===== config.mk =====
export PLATFORM = sky130hd
export DESIGN_NAME = ctsc_out_buf
export DESIGN_NICKNAME = d
export VERILOG_FILES = /design/src/hdl/ctsc_pkg.sv /design/src/hdl/ctsc_out_buf.sv
export SDC_FILE = /design/constraint.sdc
export NUM_CORES = 1
export LEC_CHECK = 0
export BUFFER_PORTS_ARGS = -buffer_cell sky130_fd_sc_hd__buf_4
export CAP_MARGIN = 5
export CORE_MARGIN = 2
export CORE_UTILIZATION = 45
export CTS_BUF_LIST = sky130_fd_sc_hd__clkbuf_2
export CTS_CLUSTER_DIAMETER = 80
export DETAILED_ROUTE_END_ITERATION = 8
export HOLD_SLACK_MARGIN = 0.15
export PLACE_DENSITY = 0.7
export SLEW_MARGIN = 20
export SYNTH_ARGS = -nofsm -noshare
export SYNTH_HDL_FRONTEND = slang
export SYNTH_SLANG_ARGS = --single-unit

===== constraint.sdc =====
create_clock -name i_clk -period 5.15 [get_ports i_clk]
set_input_delay 1.545 -clock i_clk [delete_from_list [all_inputs] [get_ports i_clk]]
set_output_delay 1.545 -clock i_clk [all_outputs]
set_load 0.1 [all_outputs]

===== src/hdl/ctsc_pkg.sv =====
// ----------------------------------------------------------------------------
// ctsc_pkg
// Shared constants for the Cartesian to spherical core: default parameter
// values, working formats of the angle datapath and the arctangent table.
// ----------------------------------------------------------------------------
package ctsc_pkg;

    localparam int DEF_COORD_WIDTH    = 24;
    localparam int DEF_ANGLE_WIDTH    = 16;
    localparam int DEF_ROTATION_STEPS = 18;

    // vector datapath: coordinates sit at binary point WORK_POINT - COORD_WIDTH
    localparam int WORK_WIDTH = 64;
    localparam int WORK_POINT = 60;

    // angle accumulator, 2^31 = pi, with headroom for rounding
    localparam int ACC_WIDTH = 34;

    localparam logic signed [ACC_WIDTH-1:0] QUARTER_TURN = ACC_WIDTH'(2**30);

    // fractional part of the rotation gain, gain = 1 + GAIN_FRACTION / 2^32
    localparam logic [31:0] GAIN_FRACTION = 32'd2777814157;

    localparam int ATAN_ENTRIES = 40;

    // round(atan(2^-i) / pi * 2^31)
    localparam logic [31:0] ATAN_TABLE [ATAN_ENTRIES] = '{
        32'd536870912, 32'd316933406, 32'd167458907, 32'd85004756,
        32'd42667331,  32'd21354465,  32'd10679838,  32'd5340245,
        32'd2670163,   32'd1335087,   32'd667544,    32'd333772,
        32'd166886,    32'd83443,     32'd41722,     32'd20861,
        32'd10430,     32'd5215,      32'd2608,      32'd1304,
        32'd652,       32'd326,       32'd163,       32'd81,
        32'd41,        32'd20,        32'd10,        32'd5,
        32'd3,         32'd1,         32'd1,         32'd0,
        32'd0,         32'd0,         32'd0,         32'd0,
        32'd0,         32'd0,         32'd0,         32'd0
    };

endpackage


===== src/hdl/ctsc_out_buf.sv =====
// ----------------------------------------------------------------------------
// ctsc_out_buf
// Two-entry output buffer: an output register plus a skid register. The
// upstream ready is registered and drops only once the skid entry fills.
// ----------------------------------------------------------------------------
module ctsc_out_buf
    import ctsc_pkg::*;
#(
    parameter int DATA_WIDTH = DEF_COORD_WIDTH + 2 * DEF_ANGLE_WIDTH
) (
    input  logic                  i_clk,
    input  logic                  i_rst_n,
    input  logic                  i_valid,
    input  logic [DATA_WIDTH-1:0] i_data,
    output logic                  o_ready,
    output logic                  o_valid,
    output logic [DATA_WIDTH-1:0] o_data,
    input  logic                  i_ready
);

    logic                  r_out_valid;
    logic                  r_skid_valid;
    logic [DATA_WIDTH-1:0] r_out_data;
    logic [DATA_WIDTH-1:0] r_skid_data;

    logic                  n_out_valid;
    logic                  n_skid_valid;
    logic                  w_take;
    logic                  w_load_out;
    logic                  w_load_skid;
    logic                  w_out_from_skid;

    always_comb begin
        w_take          = r_out_valid && i_ready;
        n_out_valid     = r_out_valid;
        n_skid_valid    = r_skid_valid;
        w_load_out      = 1'b0;
        w_load_skid     = 1'b0;
        w_out_from_skid = 1'b0;
        if (r_skid_valid) begin
            if (w_take) begin
                n_skid_valid    = 1'b0;
                w_out_from_skid = 1'b1;
            end
        end else if (i_valid) begin
            if (!r_out_valid || w_take) begin
                w_load_out  = 1'b1;
                n_out_valid = 1'b1;
            end else begin
                w_load_skid  = 1'b1;
                n_skid_valid = 1'b1;
            end
        end else if (w_take) begin
            n_out_valid = 1'b0;
        end
    end

    always_ff @(posedge i_clk) begin
        if (!i_rst_n) begin
            r_out_valid  <= 1'b0;
            r_skid_valid <= 1'b0;
        end else begin
            r_out_valid  <= n_out_valid;
            r_skid_valid <= n_skid_valid;
        end
    end

    always_ff @(posedge i_clk) begin
        if (w_out_from_skid) begin
            r_out_data <= r_skid_data;
        end else if (w_load_out) begin
            r_out_data <= i_data;
        end
        if (w_load_skid) begin
            r_skid_data <= i_data;
        end
    end

    assign o_ready = !r_skid_valid;
    assign o_valid = r_out_valid;
    assign o_data  = r_out_data;

    a_skid_behind_out: assert property (@(posedge i_clk) disable iff (!i_rst_n)
        r_skid_valid |-> r_out_valid)
        else $error("skid entry held without an output entry");

    a_stall_fills_skid: assert property (@(posedge i_clk) disable iff (!i_rst_n)
        r_out_valid && !i_ready && !r_skid_valid && i_valid |=> r_skid_valid)
        else $error("transfer during output stall not parked in skid");

    a_skid_drains: assert property (@(posedge i_clk) disable iff (!i_rst_n)
        r_skid_valid && i_ready |=> !r_skid_valid && r_out_valid)
        else $error("skid entry not moved to output after transfer");

endmodule


# ---- After elaboration in Yosys (flattened, before gate mapping)
# Index checks and enable logic that the tools add are counted.
dict set report word_totals {
  mem_count 0
  mem_bits_ro 0
  wordCells 28
  latchBits 0
  regBits 114
  output_inout_bits 58
  mem_bits_rw 0
  inputBits 60
}
dict set report op_classes {
  add_sub_neg 0
  muxes 15
  eq_ne 1
  reduce_logical 7
  magnitude_cmp 0
  shifts 0
  n_mul 0
  div 0
  bitwise 1
}
# cell n
set op_table {}
lappend op_table {{$mux W56} 2}
lappend op_table {{$mux W1} 13}
lappend op_table {{$reduce_bool A2 Y1} 2}
lappend op_table {{$reduce_and A3 Y1} 1}
lappend op_table {{$logic_not A1 Y1} 2}
lappend op_table {{$ne A2 B1 Y1 const B} 1}
lappend op_table {{$logic_and A1 B1 Y1} 1}
lappend op_table {{$logic_or A1 B1 Y1} 1}
lappend op_table {{$not A1 Y1} 1}

# ---- Logic depth before layout (Yosys ltp)
# Gate-level depths: netlist (run 1).
dict set report depth {
  ltp_word 7
  depth_mapped 4
  depth_no_buf 3
}

# ---- Worst setup path before layout (run 1)
# No wires, ideal clock.
dict set report synth_timing {
  kind {input-to-reg}
  start {input i_valid}
  end {register r_out_data[0], in the netlist o_data[0] (enable)}
  arrival_ns 4.388
  setup_time_ns 0.488
  path_slack_ns 0.273
  path_buffers 0
  path_stages 2
  required_time_ns 4.662
  path_cell_list {nand2_1 a21oi_1}
}
dict set report synth_via {
  elab_chain_cells 3
}
# element line_no
set synth_rtl {}
lappend synth_rtl {{from (decl)} ctsc_out_buf.sv:13} ;# input logic i_valid,
lappend synth_rtl {{$mux W1} ctsc_out_buf.sv:45} ;# end else if (i_valid) begin
lappend synth_rtl {{$mux W1} ctsc_out_buf.sv:40} ;# if (r_skid_valid) begin
lappend synth_rtl {{$reduce_bool A2 Y1 (no source line)} n/a}
lappend synth_rtl {{to (signal assigned)} ctsc_out_buf.sv:70} ;# r_out_data <= r_skid_data;
lappend synth_rtl {{to (signal assigned)} ctsc_out_buf.sv:72} ;# r_out_data <= i_data;
lappend synth_rtl {{to (decl)} ctsc_out_buf.sv:23} ;# logic [DATA_WIDTH-1:0] r_out_data;
# Every way passes these cells.
# A chain may end at the register's enable or synchronous reset.

# ---- Worst setup path after layout (run 1)
dict set report layout_timing {
  start {register r_skid_valid}
  end {output o_ready}
}
dict set report layout_via {
  elab_chain_cells 1
}
# element line_no
set layout_rtl {}
lappend layout_rtl {{from (decl)} ctsc_out_buf.sv:22} ;# logic r_skid_valid;
lappend layout_rtl {{from (signal assigned)} ctsc_out_buf.sv:64} ;# r_skid_valid <= n_skid_valid;
lappend layout_rtl {{$logic_not A1 Y1} ctsc_out_buf.sv:79} ;# assign o_ready = !r_skid_valid;
lappend layout_rtl {{to (decl)} ctsc_out_buf.sv:15} ;# output logic o_ready,
# Every way passes these cells.

==> metrics.yaml, run 1 <==
status: "complete, no violations"
rsz0062_at_grt: "no"
synthAdderAreaFrac: 0
grt_pass1_vias: 2125
worstReg2RegStart: "o_valid"
instances_no_fill: 463
die_width_um: 101.9
critPathSlowestCell: "dfxtp_1"
vdd_drop_max_mv: 0.2008
ys.flop_type: "edfxtp_1"
vias: 2174
ys_warn_count: 0
cts_resized: 0
slew_violations: 0
post_drt_wl_per_cell_um: 16.21
grt_first_pass_wirelength_um: 10960
hold_buffers: 0
p_clk_frac: 0.299
finalHoldViolations: 0
rows: 35
setup_violations: 0
grt_util_all_layers: 0.1472
placed_cells: 432
fin_crit_ns: 3.007
fmax_mhz: 332.6
fin_skew_ns: 0.02728
synth_top_family_by_area: "multiplexers"
r2r_setup_slack_ns: 2.76
htreeDepth: 4
drtIter0Drc: 65
p_int_uw: 1488
synth-async-reset-ratio: 0
viasPerCell: 4.695
synth.distinct_cells: 15
cts.clk_slew.worst_paths_ns: 0.18
cpPeakStageDelay_ns: 0.48
p_sw_uw: 641.6
synthMuxAreaShare: 0.1809
yosys.area_share.simple: 0.009565
synthCells: 190
root_buffer: "clkbuf_2"
cp_max_fo: 5
clock_latency_ns: 0.61
whs_path_depth: 1
worstSetupPathType: "flop to primary output"
yosys-top-cells-area: "edfxtp_1 78%, mux2_4 14%, mux2_2 4.2%"
synth_compound_area_frac: 0.005217
numCtsBuffers: 17
dieArea_um2: 10390
synth_xor_area_frac: 0
dr.pass1.iters: 4
worstPathRequired_ns: 3.61
yosys.area.top_type: "edfxtp_1"
clock_path_buffers: 2
combPwrFrac: 0.190
place_congestion: 0.7302
fp.dieH_um: 101.9
layout-drive-gt1-share: 0.6138
nets: 382
cp_num_buf_inv: 2
setup_tns_ns: 0
n_antenna_cell: 0
core_area_um2: 9284
relSlewSlack: 0.3116
initial_core_util: 0.4650
pin_count: 118
rr_worst_depth: 3
synth_fp_nets: 250
swShare: 0.3013
end_kind: "primary output"
synth_edf_count: 112
cp.arrival_ns: 1.46
ant_nets: 0
post_cts_buffers: 0
hold_end: "o_data[50]"
gr-total-overflow: 0
cts_tree: "built"
grt_start_max_net_pins: 57
finalCritPeriodShare: 0.5838
synth_commonest_cells: "112 x edfxtp_1, 40 x mux2_4, 16 x mux2_2"
drc: 0
power_density_nw_per_um2: 381.0
seq_power_share: 0.511
cts_sinks: 114
synth_top_area_frac: 0.7791
syn_area_um2: 4317
area_growth_pct: 29.45
worst_r2r_endpoint: "r_skid_data[38]"
seq_area_frac_synth: 0.7884
wirelength_um: 7504
hp-start: "r_skid_data[50]"
syn_area_per_cell_um2: 22.72
antenna_found_initial: 0
ys_ff_latch: 114
path_cells: "inv_1 > buf_4"
crit_family: "flip-flops"
maxCapViolations: 0
port_buffers: 117
synth.most_common_cell: "edfxtp_1"
dp_hpwl_um: 4851
min-delay-path-class: "flop to flop"
tightest_slew_ns: 1.033
leakage_uw: 0.002281
critPathLaunchType: "flop"
total_power_uw: 2129
## cells by family (layout without fill, tap and decap cells)
family | count (synthesis) | count (layout)
muxes | 56 | 56
and+or+nand+nor | 8 | 8
buffers and inverters | 8 | 152
DFF | 114 | 114
AOI/OAI and AO/OA | 4 | 4
## metrics by stage
| stage | instance area (µm²) | hold slack, ns | util | worst slack [ns] |
|---|---|---|---|---|
| after CTS | 5588 | 0.5412 | 0.6019 | 2.068 |
| after detailed placement | 5330 | 0.5336 | 0.5741 | 1.631 |
| final | 5588 | 0.5327 | 0.6019 | 2.143 |
| after global placement | 5330 | 0.5312 | 0.5741 | 1.691 |
| after floorplan | 4317 | 0.5246 | - | 0.2731 |
| after global routing | 5588 | 0.5570 | 0.6019 | 2.007 |
## cell usage in the layout, fill, tap and decap left out
master,n
edfxtp_1,112
buf_4,119
clkinv_1,4
a21oi_4,1
a21boi_0,1
bufinv_16,4
mux2_4,40
clkinv_2,3
nor2_1,1
and3_2,1
inv_1,2
mux2_2,16
nand3_4,1
nor2b_1,1
clkinv_4,2
dfxtp_1,2
clkbuf_2,18
a21oi_1,1
o21ai_0,1
nand2_1,4
## worst max-delay path by stage
stage                       from              end  slack, ns  depth (start not counted)
floorplan                i_valid        o_data[0]       0.27                          2
finish              r_skid_valid          o_ready       2.14                          2
global placement         i_ready  r_skid_data[18]       1.69                          4
CTS                 r_skid_valid          o_ready       2.07                          2
global route        r_skid_valid          o_ready       2.01                          2
detailed placement       i_ready  r_skid_data[49]       1.63                          4
## power by group through the flow
stage          logic, µW  clock network, µW  registers, µW
2_1_floorplan       57.5                  0           1350
3_3_place_gp         404                  0           1110
3_5_place_dp         408                  0           1110
4_1_cts              408                657           1090
5_1_grt              418                694           1090
6_report             405                636           1090
## registers in the layout (all words and copies together) (netlist names)
signal / cells
r_skid_data: 56
r_skid_valid: 1
o_valid: 1
o_data: 56
## layer usage
layer | up-vias | share of wire | global-route usage
li1 | 1015 | - | -
met1 | 1060 | 0.43 | 0.1875
met2 | 87 | 0.48 | 0.2196
met3 | 12 | 0.073 | 0.06019
met4 | 0 | 0.018 | 0.07282
met5 | - | 0 | 0
## final cells by class
class | instances | area [µm²]
fill | 699 | 3696
clock buffer | 18 | 90.09
sequential | 114 | 3403
multi-input combinational | 68 | 864.6
inverter | 2 | 7.507
clock inverter | 13 | 167.7
tap | 129 | 161.4
timing repair buffer | 119 | 893.4
No activity file was read; power rests on OpenSTA's default activity.
==> run 2, diff against run 1 <==
- ABC_AREA: unset -> 1
- clock period: 5.15 -> 2.9 ns (I/O delays scaled with it)
==> metrics.yaml, run 2 <==
cts_tree: "built"  # unchanged
grt_util_all_layers: 0.1527  # was 0.1472
syn_area_um2: 4335  # was 4317 µm²
maxCapViolations: 0  # unchanged
drc: 0  # unchanged
topRoutingLayerUsed: "met4"  # unchanged
synth_edf_count: 112  # unchanged
pin_count: 118  # unchanged
yosys.area.top_type: "edfxtp_1"  # unchanged
grt_pass1_vias: 2526  # was 2125
synth-async-reset-ratio: 0  # unchanged
numCtsBuffers: 17  # unchanged
min-delay-path-class: "input pin to flop"  # was flop to flop
power_density_nw_per_um2: 654.3  # was 381.0 nW/µm²
synthCells: 308  # was 190
final_common_cell: "buf_4"  # unchanged
synth.most_common_cell: "edfxtp_1"  # unchanged
route.met3.wl_um: 435  # was 549 µm
post_drt_wl_per_cell_um: 13.03  # was 16.21 µm
path_cells: "buf_4"  # was inv_1 > buf_4
status: "complete, no violations"  # unchanged
critPathLaunchType: "flop"  # unchanged
post_cts_buffers: 0  # unchanged
ys.flop_type: "edfxtp_1"  # unchanged
clock_latency_ns: 0.61  # about the same
drtIter0Drc: 149  # was 65
clock_path_buffers: 2  # unchanged
leakage_uw: 0.002467  # was 0.002281 µW
dieArea_um2: 10440  # was 10390 µm²
worstPathRequired_ns: 2.03  # was 3.61 ns
synth.distinct_cells: 13  # was 15
r2r_setup_slack_ns: 1.20  # was 2.76 ns
nets: 498  # was 382
dp_hpwl_um: 5087  # was 4851 µm
initial_core_util: 0.4670  # was 0.4650
cp_max_fo: 5  # unchanged
rsz0062_at_grt: "no"  # unchanged
die_width_um: 102.2  # was 101.9 µm
wl_met1_um: 3198  # was 3237 µm
layout-drive-gt1-share: 0.3836  # was 0.6138
end_kind: "primary output"  # unchanged
crit_family: "flip-flops"  # unchanged
setup_tns_ns: 0  # unchanged
setup_violations: 0  # unchanged
critPathSlowestCell: "dfxtp_1"  # unchanged
n_antenna_cell: 0  # unchanged
tightest_slew_ns: 0.4849  # was 1.033 ns
syn_area_per_cell_um2: 14.08  # was 22.72 µm²
nFillCells: 770  # was 699
fp.dieH_um: 102.2  # was 101.9 µm
synth_commonest_cells: "112 x edfxtp_1, 61 x nand2_1, 59 x inv_1"  # was 112 x edfxtp_1, 40 x mux2_4, 16 x mux2_2
ant_nets: 0  # unchanged
finalCritPeriodShare: 0.7852
wl_met2_um: 3812  # was 3580 µm
synth_top_area_frac: 0.7758  # was 0.7791
total_power_uw: 3672  # was 2129 µW
grt_first_pass_wirelength_um: 11680  # was 10960 µm
place_congestion: 0.7244  # was 0.7302
finalHoldViolations: 0  # unchanged
ys_ff_latch: 114  # unchanged
htreeDepth: 4  # unchanged
worstSetupPathType: "flop to primary output"  # unchanged
relSlewSlack: 0.6768  # was 0.3116
fin_crit_ns: 2.277
cts.clk_slew.worst_paths_ns: 0.20  # was 0.18 ns
area_growth_pct: 29.44  # was 29.45%
cts_resized: 0  # unchanged
slew_violations: 0  # unchanged
layout_common_cells: "121 x buf_4, 112 x edfxtp_1, 61 x nand2_1, 59 x inv_1, 40 x o21ai_1"  # was 119 x buf_4, 112 x edfxtp_1, 40 x mux2_4, 18 x clkbuf_2, 16 x mux2_2
port_buffers: 117  # unchanged
rows: 35  # unchanged
vdd_drop_max_mv: 0.2914  # was 0.2008 mV
grt_start_max_net_pins: 57  # unchanged
core_area_um2: 9284  # unchanged
fmax_mhz: 439.1
wirelength_um: 7558  # was 7504 µm
synth_fp_nets: 368  # was 250
cpPeakStageDelay_ns: 0.47  # was 0.48 ns
dr.pass1.iters: 4  # unchanged
cp.arrival_ns: 1.41  # was 1.46 ns
yosys-top-cells-area: "edfxtp_1 78%, nand2_1 5.3%, inv_1 5.1%"  # was edfxtp_1 78%, mux2_4 14%, mux2_2 4.2%
vias: 2619  # was 2174
cts_sinks: 114  # unchanged
ys_warn_count: 0  # unchanged
gr-total-overflow: 0  # unchanged
viasPerCell: 4.516  # was 4.695
cp_num_buf_inv: 1  # was 2
hold_buffers: 0  # unchanged
root_buffer: "clkbuf_2"  # unchanged
seq_area_frac_synth: 0.7850  # was 0.7884
antenna_found_initial: 0  # unchanged
fin_skew_ns: 0.02824  # was 0.02728 ns
run 2: cells by family after synthesis:
logic type	after synthesis	synth area share
AO/OA/AOI/OAI	58	0.08138
buffers and inverters	71	0.07532
flip-flops	114	0.7850
AND/OR/NAND/NOR	65	0.05830
run 2: stage by stage:
| stage | cells | setup WS (ns) | hold slack, ns | utilization | instance area, µm² |
|---|---|---|---|---|---|
| floorplan | 308 | 0.1757 | 0.5451 | - | 4354 |
| global placement | 548 | 0.8010 | 0.5265 | 0.5780 | 5366 |
| detailed placement | 548 | 0.7369 | 0.5366 | 0.5780 | 5366 |
| CTS | 580 | 0.5507 | 0.3591 | 0.6044 | 5612 |
| global route | 580 | 0.4960 | 0.3189 | 0.6044 | 5612 |
| finish | 580 | 0.6228 | 0.4234 | 0.6044 | 5612 |
run 2: path summary, 6_finish.rpt:
check             cells after the start              end    startpoint
setup / recovery                      1          o_valid       o_valid
hold / removal                        1  r_skid_data[25]    i_data[25]
setup reg to reg                      4       o_data[22]       o_valid
hold reg to reg                       2     r_skid_valid  r_skid_valid
run 2: final cells by class:
cell class / count / area (µm²) / share of cell area
clock buffer: 17 / 85.08 / 0.01516
clock inverter: 15 / 160.2 / 0.02854
timing repair buffer: 123 / 948.4 / 0.1690
sequential: 114 / 3403 / 0.6065
tap: 129 / 161.4 / 0.02876
inverter: 59 / 221.5 / 0.03946
multi-input combinational: 123 / 631.9 / 0.1126
run 2: per-layer routing:
| metal | global-route usage | vias up |
|---|---|---|
| met3 | 0.06224 | 9 |
| met5 | 0 | - |
| met4 | 0.06051 | 0 |
| li1 | - | 1313 |
| met1 | 0.1801 | 1212 |
| met2 | 0.2510 | 85 |
run 2: power breakdown:
part,internal [µW],switching [µW]
Combinational,159,553
Clock,403,626
Sequential,1910,25.0
==> run 3, diff against run 2 <==
- ABC_AREA: 1 -> 0
- clock period: 2.9 -> 2.4 ns (I/O delays scaled with it)
==> metrics.yaml, run 3 (synthesized netlist as in run 1, its figures left out) <==
slew_violations: 0  # unchanged
fin_util: 0.6136  # was 0.6044
cts_sinks: 114  # unchanged
fin_ws_ns: 0.1753  # was 0.6228 ns
worstReg2RegStart: "r_skid_valid"  # was o_valid
end_kind: "primary output"  # unchanged
crit_end: "o_ready"  # was o_valid
hold_buffers: 0  # unchanged
clock_latency_ns: 0.60  # was 0.61 ns
htreeDepth: 4  # unchanged
finalCritPeriodShare: 0.9269
dp_hpwl_um: 4926  # was 5087 µm
layout-drive-gt1-share: 0.6372  # was 0.3836
wirelength_um: 7341  # was 7558 µm
grt_util_all_layers: 0.1466  # was 0.1527
place_congestion: 0.6982  # was 0.7244
n_antenna_cell: 0  # unchanged
stdcell_area_um2: 5697  # was 5612 µm²
drc: 0  # unchanged
clock_path_buffers: 2  # unchanged
die_width_um: 101.9  # was 102.2 µm
cts.clk_slew.worst_paths_ns: 0.19  # was 0.20 ns
antenna_found_initial: 0  # unchanged
drtIter0Drc: 68  # was 149
maxCapViolations: 0  # unchanged
relSlewSlack: 0.7576  # was 0.6768
power_density_nw_per_um2: 800.2  # was 654.3 nW/µm²
crit_start: "r_skid_valid"  # was o_valid
dpl_cell_area_um2: 5428  # was 5366 µm²
setup_tns_ns: 0  # unchanged
ant_nets: 0  # unchanged
vias: 2203  # was 2619
hold-worst-slack_ns: 0.2888  # was 0.4234 ns
cpPeakStageDelay_ns: 0.52  # was 0.47 ns
cp_max_fo: 5  # unchanged
area_growth_pct: 31.97  # was 29.44%
rr_worst_depth: 3  # was 4
worstPathRequired_ns: 1.68  # was 2.03 ns
grt_start_max_net_pins: 57  # unchanged
worst_r2r_endpoint: "o_data[47]"  # was o_data[22]
critPathSlowestCell: "dfxtp_1"  # unchanged
rsz0062_at_grt: "no"  # unchanged
post-place-ws_ns: 0.4163  # was 0.7369 ns
p_sw_uw: 1438  # was 1203 µW
combPwrFrac: 0.193  # was 0.194
p_int_uw: 3120  # was 2468 µW
seq_power_share: 0.512  # was 0.526
root_buffer: "clkbuf_2"  # unchanged
leakage_uw: 0.002308  # was 0.002467 µW
final_common_cell: "buf_4"  # unchanged
fin_skew_ns: 0.01971  # was 0.02824 ns
finalHoldViolations: 0  # unchanged
cp.arrival_ns: 1.50  # was 1.41 ns
tightest_slew_ns: 0.3636  # was 0.4849 ns
viasPerCell: 4.707  # was 4.516
numCtsBuffers: 17  # unchanged
swShare: 0.3155  # was 0.3277
grt_first_pass_wirelength_um: 11130  # was 11680 µm
grt_pass1_vias: 2264  # was 2526
gr-total-overflow: 0  # unchanged
nets: 386  # was 498
rows: 35  # unchanged
min-delay-path-class: "input pin to flop"  # unchanged
pin_count: 118  # unchanged
vdd_drop_max_mv: 0.3910  # was 0.2914 mV
fp.dieH_um: 101.9  # was 102.2 µm
core_area_um2: 9284  # unchanged
layout_common_cells: "118 x buf_4, 112 x edfxtp_1, 40 x mux2_4, 17 x clkbuf_2, 16 x mux2_2"  # was 121 x buf_4, 112 x edfxtp_1, 61 x nand2_1, 59 x inv_1, 40 x o21ai_1
post_cts_buffers: 0  # unchanged
initial_core_util: 0.4650  # was 0.4670
cts_tree: "built"  # unchanged
dr.pass1.iters: 4  # unchanged
worstSetupPathType: "flop to primary output"  # unchanged
p_clk_frac: 0.295  # was 0.280
setup_violations: 0  # unchanged
post_drt_wl_per_cell_um: 15.69  # was 13.03 µm
critPathLaunchType: "flop"  # unchanged
dieArea_um2: 10390  # was 10440 µm²
r2r_setup_slack_ns: 0.77  # was 1.20 ns
fmax_mhz: 449.5
path_cells: "clkinvlp_4 > buf_4"  # was buf_4
status: "complete, no violations"  # unchanged
fin_crit_ns: 2.225
port_buffers: 117  # unchanged
cts_resized: 0  # unchanged
run 3: cell types whose count changed in the layout (fill, tap and decap cells not counted), moves of 5 or more:
cell / change
clkinvlp_4: +5
inv_1: -58
mux2_2: +16
mux2_4: +40
nand2_1: -57
o21ai_1: -40
o21ai_2: -16
run 3: metrics by stage:
| stage | cells | power (µW) |
|---|---|---|
| 6_report | 468 | 4558 |
| 5_1_grt | 468 | 4733 |
| 4_1_cts | 468 | 4621 |
| 3_5_place_dp | 436 | 3266 |
| 3_3_place_gp | 436 | 3255 |
| 2_1_floorplan | 190 | 3024 |
run 3: worst min path at each step:
| stage | start | endpoint | slack [ns] | cells after the start |
|---|---|---|---|---|
| final | i_data[14] | r_skid_data[14] | 0.29 | 1 |
| after global routing | i_data[7] | r_skid_data[7] | 0.18 | 1 |
| after CTS | i_data[7] | r_skid_data[7] | 0.21 | 1 |
| after detailed placement | r_skid_data[39] | o_data[39] | 0.54 | 1 |
| after global placement | o_valid | o_valid | 0.52 | 2 |
| after floorplan | r_skid_data[0] | o_data[0] | 0.52 | 1 |
run 3: final cells by class:
class / count / area [µm²]
Multi-Input combinational cell: 68 / 864.6
Fill cell: 743 / 3587
Tap cell: 129 / 161.4
Sequential cell: 114 / 3405
Clock buffer: 17 / 85.08
Clock inverter: 15 / 183.9
Inverter: 2 / 11.26
Timing Repair Buffer: 123 / 985.9
run 3: power by group through the flow:
| stage | Sequential (µW) | Clock [µW] | Combinational, µW |
|---|---|---|---|
| finish | 2330 | 1350 | 878 |
| global route | 2340 | 1480 | 909 |
| CTS | 2340 | 1400 | 886 |
| detailed placement | 2380 | 0 | 885 |
| global placement | 2380 | 0 | 876 |
| floorplan | 2900 | 0 | 126 |
run 3: worst max-delay path, delay by kind of cell (launching register included):
kind	cells	cell delay [ns]
buffers and inverters	2	0.41
DFF	1	0.52
run 3: per-layer routing:
layer | part of all wire | vias to the layer above | GRT usage
met5 | 0 | - | 0
met4 | 0.0091 | 0 | 0.05538
li1 | - | 1029 | -
met2 | 0.50 | 85 | 0.2389
met1 | 0.43 | 1082 | 0.1796
met3 | 0.067 | 7 | 0.05472
